**src/rtl/core/sme_pkg.sv**
```systemverilog
// shared types and constants for the stack machine execute unit
// no dependencies
package sme_pkg;

    localparam int STACK_DEPTH = 64;
    localparam int SP_W        = $clog2(STACK_DEPTH);
    localparam int CNT_W       = SP_W + 1;
    localparam int NUM_VARS    = 16;
    localparam int VAR_W       = (NUM_VARS > 1) ? $clog2(NUM_VARS) : 1;

    typedef enum logic [3:0] {
        F_PUSH = 4'd0, F_ADD = 4'd1, F_SUB = 4'd2, F_MUL = 4'd3,
        F_DIV = 4'd4, F_MOD = 4'd5, F_AND = 4'd6, F_OR = 4'd7,
        F_XOR = 4'd8, F_STORE = 4'd9, F_LOAD = 4'd10, F_JZ = 4'd11,
        F_JMP = 4'd12, F_PUSHEXT = 4'd13, F_POPEMIT = 4'd14, F_HALT = 4'd15
    } t_func;

    typedef enum logic [1:0] {
        ST_OK = 2'd0, ST_HALT = 2'd1, ST_UNDER = 2'd2, ST_OVER = 2'd3
    } t_status;

    typedef enum logic [2:0] {
        S_IDLE, S_READ, S_DIV, S_WRITE, S_OUT
    } t_state;

    // controller -> datapath
    typedef struct packed {
        logic load_item;   // capture input transaction
        logic rd_issue;    // read stack top two entries
        logic div_start;
        logic commit;      // write back, form result
        logic out_take;    // result accepted downstream
    } t_cmd;

    // datapath -> controller
    typedef struct packed {
        logic is_div;
        logic div_done;
    } t_sts;

    localparam logic [0:0] REG_STACK_LIMIT = 1'd0;

endpackage

```
**src/rtl/core/sme_ctrl.sv**
```systemverilog
// controller state machine sequencing read, divide, write-back and output
// depends on sme_pkg
module sme_ctrl import sme_pkg::*; (
    input  logic i_clk,
    input  logic i_rst_n,
    input  logic i_in_valid,
    output logic o_in_ready,
    output logic o_out_valid,
    input  logic i_out_ready,
    input  t_sts i_sts,
    output t_cmd o_cmd
);
    t_state r_state, n_state;

    always_ff @(posedge i_clk) begin
        if (!i_rst_n) r_state <= S_IDLE;
        else          r_state <= n_state;
    end

    always_comb begin
        n_state = r_state;
        o_cmd = '0;
        o_in_ready = 1'b0;
        o_out_valid = 1'b0;
        case (r_state)
            S_IDLE: begin
                o_in_ready = 1'b1;
                o_cmd.load_item = i_in_valid;
                if (i_in_valid) n_state = S_READ;
            end
            S_READ: begin
                o_cmd.rd_issue = 1'b1;
                n_state = S_WRITE;
            end
            S_WRITE: begin
                if (i_sts.is_div) begin
                    o_cmd.div_start = 1'b1;
                    n_state = S_DIV;
                end else begin
                    o_cmd.commit = 1'b1;
                    n_state = S_OUT;
                end
            end
            S_DIV: begin
                if (i_sts.div_done) begin
                    o_cmd.commit = 1'b1;
                    n_state = S_OUT;
                end
            end
            S_OUT: begin
                o_out_valid = 1'b1;
                o_in_ready = i_out_ready;
                o_cmd.out_take = i_out_ready;
                if (i_out_ready) begin
                    o_cmd.load_item = i_in_valid;
                    n_state = i_in_valid ? S_READ : S_IDLE;
                end
            end
            default: n_state = S_IDLE;
        endcase
    end
endmodule

```
**config.mk**
```make
export PLATFORM = sky130hd
export DESIGN_NAME = sme_ctrl
export DESIGN_NICKNAME = d
export VERILOG_FILES = /design/src/rtl/core/sme_pkg.sv /design/src/rtl/core/sme_ctrl.sv
export SDC_FILE = /design/constraint.sdc
export NUM_CORES = 1
export LEC_CHECK = 0
export BUFFER_PORTS_ARGS = -buffer_cell sky130_fd_sc_hd__buf_2
export CORE_AREA = 3 3 40 42
export DETAILED_ROUTE_END_ITERATION = 7
export DIE_AREA = 0 0 43 45
export HOLD_SLACK_MARGIN = 0.06
export PLACE_DENSITY_LB_ADDON = 0.12
export SYNTH_ARGS = -nofsm -noshare
export SYNTH_HDL_FRONTEND = slang
export SYNTH_SLANG_ARGS = --single-unit
```
**constraint.sdc**
```tcl
create_clock -name i_clk -period 2.1 [get_ports i_clk]
set_input_delay 0.315 -clock i_clk [delete_from_list [all_inputs] [get_ports i_clk]]
set_output_delay 0.315 -clock i_clk [all_outputs]
set_load 0.02 [all_outputs]
```
==> results of run 1 <==
==> final cells by class <==
cell class,instances,area (um^2)
clock buffer,4,26.3
multi-input combinational,22,161
sequential,3,60.1
inverter,2,7.51
timing repair buffer,12,60.1
fill,152,951
tap,15,18.8
==> stage by stage <==
| step | hold slack (ns) | cells | power [uW] | worst slack, ns |
|---|---|---|---|---|
| global placement | 0.585 | 54 | 159 | 0.728 |
| floorplan | 0.433 | 29 | 139 | 0.668 |
| finish | 0.339 | 58 | 258 | 0.455 |
| global route | 0.350 | 58 | 276 | 0.372 |
| detailed placement | 0.580 | 54 | 159 | 0.708 |
| CTS | 0.329 | 58 | 266 | 0.440 |
==> layer usage <==
layer,track usage,vias up
met1,0.0721,95
li1,-,129
met2,0.0958,10
met4,0.0361,0
met5,0,-
met3,0.0518,0
==> placed cells by master (no fill, tap or decap), drive strengths merged, types with 2 or more instances in the layout <==
master,count
a21oi,2
and2,2
buf,12
clkbuf,4
dfxtp,3
inv,2
nand2,2
nand2b,2
nor2,3
==> power by group through the flow <==
stage	clock network, uW	logic, uW	registers, uW
detailed placement	0	77.0	82.1
global placement	0	77.4	81.7
floorplan	0	71.5	67.4
CTS	107	77.6	81.4
global route	110	82.6	83.2
finish	100	76.2	81.4
==> worst paths after layout <==
path | start | to
setup / recovery | r_state[2]$_SDFFE_PN0P_ | o_cmd[4]
hold / removal | i_rst_n | r_state[2]$_SDFFE_PN0P_
setup reg to reg | r_state[1]$_SDFFE_PN0P_ | r_state[0]$_SDFFE_PN0P_
hold reg to reg | r_state[1]$_SDFFE_PN0P_ | r_state[0]$_SDFFE_PN0P_
==> worst register-to-register path: cells and delay by family, from the launching register on <==
kind / cells / cell delay, ns
compound gates: 2 / 0.25
flops: 1 / 0.51
mux: 1 / 0.35
==> kinds of logic (layout without fill, tap and decap cells) <==
group,count (synthesis),after routing,share of synthesized area
flops,3,3,0.245
simple gates,14,14,0.332
mux,2,2,0.102
buf+inv,4,18,0.0969
compound gates,6,6,0.225
==> run_summary.xml, run 1 <==
<?xml version="1.0" encoding="UTF-8"?>
<metrics>
  <group name="status">
    <metric name="outcome" unit="">finished, final reports clean</metric>
  </group>
  <group name="grt">
    <metric name="grt_overflow" unit="">0</metric>
    <metric name="grt_pass1_vias" unit="">230</metric>
    <metric name="number_of_antenna_violations_at_the_first_check_in_global_routing" unit="">0</metric>
    <metric name="grt.total_usage" unit="">0.0674</metric>
    <metric name="pin_count_of_the_biggest_net_entering_global_routing" unit="">11</metric>
    <metric name="grt_first_pass_wirelength" unit="um">917</metric>
  </group>
  <group name="synth">
    <metric name="yosysSeqAreaShare" unit="">0.245</metric>
    <metric name="synth_top_area_frac" unit="">0.245</metric>
    <metric name="synth.largest_area_cell" unit="">dfxtp_1</metric>
    <metric name="mappedNetlistNets" unit="">35</metric>
    <metric name="synth_common_cells" unit="">dfxtp_1, nor2_1</metric>
    <metric name="count_of_flip_flops_with_a_built_in_enable_after_synthesis" unit="">0</metric>
    <metric name="syn-cell-area" unit="um^2">245</metric>
    <metric name="post_synth_num_cell_types" unit="">20</metric>
    <metric name="synth_async_sr_flop_share" unit="">0</metric>
    <metric name="number_of_synthesized_register_bits" unit="">3</metric>
    <metric name="yosys_warnings" unit="">0</metric>
    <metric name="postSynth.topFlopCell" unit="">dfxtp_1</metric>
    <metric name="synth_cells" unit="">29</metric>
    <metric name="synth_area_leaders" unit="">dfxtp_1, o31ai_4, mux2_4</metric>
    <metric name="mean_cell_area_of_the_mapped_netlist" unit="um^2">8.46</metric>
  </group>
  <group name="routing">
    <metric name="route.met3.wl" unit="um">61</metric>
    <metric name="vias" unit="">234</metric>
    <metric name="drtPass1Iterations" unit="">4</metric>
    <metric name="wl_met2" unit="um">231</metric>
    <metric name="avgViaCountPerCell" unit="">4.03</metric>
    <metric name="totalWireLength" unit="um">602</metric>
    <metric name="number_of_antenna_violating_nets_in_the_routed_design" unit="">0</metric>
    <metric name="drt_drc_violations_left" unit="">0</metric>
    <metric name="wirelength_met1" unit="um">310</metric>
    <metric name="drtIter0Drc" unit="">2</metric>
    <metric name="wl_cell" unit="um">10.4</metric>
    <metric name="top_layer" unit="">met3</metric>
  </group>
  <group name="place">
    <metric name="place_congestion" unit="">0.649</metric>
    <metric name="port_buffers" unit="">12</metric>
    <metric name="placement.cell_area" unit="um^2">308</metric>
    <metric name="detailed_place_hpwl" unit="um">437</metric>
  </group>
  <group name="flow_run">
    <metric name="maxCapViolations" unit="">0</metric>
  </group>
  <group name="power_and_ir_drop">
    <metric name="combinationalPowerShare" unit="">0.295</metric>
    <metric name="power_per_cell_area" unit="nW/um^2">773</metric>
    <metric name="p_int" unit="uW">171</metric>
    <metric name="power.share.clock" unit="">0.389</metric>
    <metric name="ir_worst_vdd" unit="V">0.000278</metric>
    <metric name="total_leakage_power" unit="uW">0.000158</metric>
    <metric name="power.switching_fraction" unit="">0.339</metric>
    <metric name="net_switching_power_figure" unit="uW">87.6</metric>
    <metric name="seqPwrFrac" unit="">0.315</metric>
  </group>
  <group name="critical_path">
    <metric name="critical_path.max_fanout" unit="">8</metric>
    <metric name="cp_slowest_stage_delay" unit="ns">0.48</metric>
    <metric name="timing.critical_path.required" unit="ns">1.78</metric>
    <metric name="startpoint_type" unit="">flop</metric>
    <metric name="worstRegToRegCells" unit="">3</metric>
    <metric name="ordered_cell_list_for_the_critical_path" unit="">nor2b_1 -&gt; nor3_2 -&gt; and2_1 -&gt; buf_2</metric>
    <metric name="critical-path-slowest-cell" unit="">dfxtp_1</metric>
    <metric name="crit_type" unit="">flop to output pin</metric>
    <metric name="worst_setup_path_end_kind" unit="">output pin</metric>
    <metric name="reg2reg_setup_slack" unit="ns">0.85</metric>
    <metric name="cp_data_arrival_time" unit="ns">1.33</metric>
    <metric name="cp.buffers_inverters" unit="">1</metric>
    <metric name="crit_family" unit="">flip-flops</metric>
    <metric name="crit_cells" unit="">4</metric>
  </group>
  <group name="cts">
    <metric name="cts_buffers" unit="">3</metric>
    <metric name="post_cts_resize_count" unit="">0</metric>
    <metric name="cts.clk_slew.worst_paths" unit="ns">0.04</metric>
    <metric name="cts_num_sinks" unit="">3</metric>
    <metric name="cts_post_setup_buffers_inserted" unit="">0</metric>
    <metric name="clk_root_buffer_cell" unit="">clkbuf_4</metric>
    <metric name="cts_tree" unit="">yes</metric>
    <metric name="h-tree-depth" unit="">1</metric>
    <metric name="post_cts_hold_buffer_count" unit="">0</metric>
    <metric name="cts_buffer_depth" unit="">2</metric>
    <metric name="clk-insertion-delay-late" unit="ns">0.23</metric>
  </group>
  <group name="hold_path">
    <metric name="hold_depth" unit="">3</metric>
    <metric name="worst_hold_path_type" unit="">input pin to flop</metric>
  </group>
  <group name="sta">
    <metric name="report.final.slew_viol_count" unit="">0</metric>
    <metric name="setup_violations" unit="">0</metric>
    <metric name="clock.fmax" unit="MHz">608</metric>
    <metric name="report.final.hold_viol_count" unit="">0</metric>
    <metric name="tightestPinTransition" unit="ns">0.407</metric>
    <metric name="final.min_clock_period" unit="ns">1.64</metric>
    <metric name="worst_clock_skew" unit="ns">0.00117</metric>
    <metric name="setup_tns" unit="ns">0</metric>
    <metric name="max_slew_margin" unit="">0.728</metric>
    <metric name="final_min_period_over_clock_period" unit="">0.783</metric>
    <metric name="unrepaired_setup_endpoints_after_global_routing" unit="">no</metric>
  </group>
  <group name="die">
    <metric name="die_width" unit="um">43</metric>
    <metric name="initial_utilization" unit="">0.191</metric>
    <metric name="placementRows" unit="">13</metric>
    <metric name="die_area" unit="um^2">1940</metric>
    <metric name="top_level_ports" unit="">13</metric>
    <metric name="core_area" unit="um^2">1280</metric>
    <metric name="fp.dieH" unit="um">45</metric>
  </group>
  <group name="final_layout">
    <metric name="final_layout_size_suffix_gt1_frac" unit="">0.419</metric>
    <metric name="diodes" unit="">0</metric>
    <metric name="top_regs" unit="">r_state (3)</metric>
    <metric name="syn_to_final_growth" unit="%">36.2</metric>
    <metric name="stdcell_area" unit="um^2">334</metric>
    <metric name="largest_register_ffs" unit="">3</metric>
    <metric name="num-nets-final" unit="">50</metric>
    <metric name="finish.utilization" unit="">0.260</metric>
    <metric name="top_reg_by_flops" unit="">r_state</metric>
  </group>
</metrics>
Power figures use the tool's default switching activity.
==> inputs of run 2 (changes only) <==
clock period = 1.4 ns   (was 2.1 ns; I/O delays follow)
==> run_summary.xml, run 2 (synthesized netlist as in run 1, its figures left out) <==
<?xml version="1.0" encoding="UTF-8"?>
<metrics>
  <group name="status">
    <metric name="outcome" unit="">finished, final reports clean</metric>
  </group>
  <group name="routing">
    <metric name="avgViaCountPerCell" unit="">4.20</metric>
    <metric name="wl_cell" unit="um">10.1</metric>
    <metric name="vias" unit="">248</metric>
    <metric name="drtIter0Drc" unit="">4</metric>
    <metric name="totalWireLength" unit="um">598</metric>
    <metric name="number_of_antenna_violating_nets_in_the_routed_design" unit="">0</metric>
    <metric name="drtPass1Iterations" unit="">4</metric>
    <metric name="drt_drc_violations_left" unit="">0</metric>
  </group>
  <group name="die">
    <metric name="placementRows" unit="">13</metric>
    <metric name="die_width" unit="um">43</metric>
    <metric name="core_area" unit="um^2">1280</metric>
    <metric name="fp.dieH" unit="um">45</metric>
    <metric name="top_level_ports" unit="">13</metric>
    <metric name="die_area" unit="um^2">1940</metric>
    <metric name="initial_utilization" unit="">0.191</metric>
  </group>
  <group name="final_layout">
    <metric name="top_reg_by_flops" unit="">r_state</metric>
    <metric name="syn_to_final_growth" unit="%">47.4</metric>
    <metric name="diodes" unit="">0</metric>
    <metric name="num-nets-final" unit="">51</metric>
    <metric name="mostFrequentLayoutCell" unit="">buf_2</metric>
    <metric name="final_layout_size_suffix_gt1_frac" unit="">0.545</metric>
    <metric name="most-common-layout-cells" unit="">buf_2, clkbuf_4</metric>
    <metric name="largest_register_ffs" unit="">3</metric>
    <metric name="top_regs" unit="">r_state (3)</metric>
  </group>
  <group name="sta">
    <metric name="final.hold.worst_slack" unit="ns">0.233</metric>
    <metric name="tightestPinTransition" unit="ns">0.204</metric>
    <metric name="final_min_period_over_clock_period" unit="">0.936</metric>
    <metric name="clock.fmax" unit="MHz">763</metric>
    <metric name="setup_violations" unit="">0</metric>
    <metric name="max_slew_margin" unit="">0.863</metric>
    <metric name="worst_clock_skew" unit="ns">0.00282</metric>
    <metric name="report.final.slew_viol_count" unit="">0</metric>
    <metric name="setup_tns" unit="ns">0</metric>
    <metric name="report.final.hold_viol_count" unit="">0</metric>
    <metric name="final.min_clock_period" unit="ns">1.31</metric>
    <metric name="unrepaired_setup_endpoints_after_global_routing" unit="">no</metric>
  </group>
  <group name="grt">
    <metric name="grt_overflow" unit="">0</metric>
    <metric name="grt_first_pass_wirelength" unit="um">1010</metric>
    <metric name="number_of_antenna_violations_at_the_first_check_in_global_routing" unit="">0</metric>
    <metric name="grt.total_usage" unit="">0.0723</metric>
    <metric name="pin_count_of_the_biggest_net_entering_global_routing" unit="">11</metric>
    <metric name="grt_pass1_vias" unit="">228</metric>
  </group>
  <group name="critical_path">
    <metric name="startpoint_type" unit="">flop</metric>
    <metric name="timing.rr.end" unit="">r_state[0]$_SDFFE_PN0P_</metric>
    <metric name="crit_family" unit="">buffers and inverters</metric>
    <metric name="timing.critical_path.required" unit="ns">1.19</metric>
    <metric name="reg2reg_setup_slack" unit="ns">0.26</metric>
    <metric name="startpoint_of_the_most_critical_setup_path" unit="">r_state[2]$_SDFFE_PN0P_</metric>
    <metric name="cp_slowest_stage_delay" unit="ns">0.30</metric>
    <metric name="crit_type" unit="">flop to output pin</metric>
    <metric name="critical-path-slowest-cell" unit="">dfxtp_1</metric>
    <metric name="ordered_cell_list_for_the_critical_path" unit="">buf_4 -&gt; nand2b_4 -&gt; nor2_1 -&gt; buf_2</metric>
    <metric name="worstRegToRegCells" unit="">3</metric>
    <metric name="cp.buffers_inverters" unit="">2</metric>
    <metric name="timing.rr.start" unit="">r_state[1]$_SDFFE_PN0P_</metric>
    <metric name="cp_data_arrival_time" unit="ns">1.10</metric>
    <metric name="critical_path.max_fanout" unit="">7</metric>
    <metric name="worst_setup_path_end_kind" unit="">output pin</metric>
  </group>
  <group name="power_and_ir_drop">
    <metric name="total_leakage_power" unit="uW">0.000167</metric>
    <metric name="power_per_cell_area" unit="nW/um^2">1120</metric>
    <metric name="totalPowerFinal" unit="uW">405</metric>
    <metric name="ir_worst_vdd" unit="V">0.000295</metric>
  </group>
  <group name="cts">
    <metric name="clk_root_buffer_cell" unit="">clkbuf_4</metric>
    <metric name="cts_buffer_depth" unit="">2</metric>
    <metric name="cts_buffers" unit="">3</metric>
    <metric name="cts_num_sinks" unit="">3</metric>
    <metric name="cts.clk_slew.worst_paths" unit="ns">0.04</metric>
    <metric name="cts_tree" unit="">yes</metric>
    <metric name="post_cts_hold_buffer_count" unit="">0</metric>
    <metric name="h-tree-depth" unit="">1</metric>
    <metric name="clk-insertion-delay-late" unit="ns">0.23</metric>
    <metric name="cts_post_setup_buffers_inserted" unit="">0</metric>
  </group>
  <group name="place">
    <metric name="port_buffers" unit="">12</metric>
    <metric name="place_congestion" unit="">0.716</metric>
    <metric name="detailed_place_hpwl" unit="um">467</metric>
  </group>
  <group name="hold_path">
    <metric name="worst_hold_path_type" unit="">input pin to flop</metric>
    <metric name="holdCritStartpoint" unit="">i_rst_n</metric>
    <metric name="whs_endpoint" unit="">r_state[0]$_SDFFE_PN0P_</metric>
    <metric name="hold_depth" unit="">3</metric>
  </group>
  <group name="flow_run">
    <metric name="maxCapViolations" unit="">0</metric>
  </group>
</metrics>
run 2: worst max path at each step:
stage          endpoint  slack [ns]  cells past startpoint
6_report       o_cmd[2]        0.09                      4
4_1_cts        o_cmd[0]       0.003                      3
3_5_place_dp   o_cmd[0]        0.16                      3
3_3_place_gp   o_cmd[0]        0.16                      3
5_1_grt        o_cmd[3]        0.01                      3
2_1_floorplan  o_cmd[4]        0.07                      3
run 2: area by class of cell:
type                    count  area, um^2
clock buffers               4        26.3
fillers                   157         923
inverters                   2        7.51
multi-input cells          22         174
flip-flops and latches      3        65.1
well taps                  15        18.8
repair buffers             13        70.1
run 2: stage by stage:
stage	setup slack (ns)	util	cell area [um^2]	cells
final	0.0902	0.281	362	59
after global routing	0.0116	0.281	362	59
after CTS	0.00290	0.267	343	59
after detailed placement	0.159	0.245	315	55
after global placement	0.163	0.245	315	55
after floorplan	0.0732	-	245	29
run 2: timing repair:
item,4_1_cts,5_1_grt
gates resized for setup,1,6
pin swaps,0,0
endpoints found under the hold margin,0,0
endpoints found under the setup margin,5,6
run 2: report_power, final:
part           switching [uW]  leakage, uW  internal (uW)
Sequential               24.8    0.0000256           97.6
Clock                    48.6    0.0000150            107
Combinational            65.2     0.000126           61.4
Total                     139     0.000167            266
run 2: routing by layer:
layer	GRT usage	vias to the layer above	share of wire
li1	-	130	-
met1	0.0909	104	0.43
met2	0.0928	14	0.45
met3	0.0120	0	0.12
met4	0.0904	0	0
met5	0	-	0
run 2: worst min-delay path, delay by kind of cell:
kind / cells / cell delay, ns
compound gates: 2 / 0.09
buf+inv: 1 / 0.12
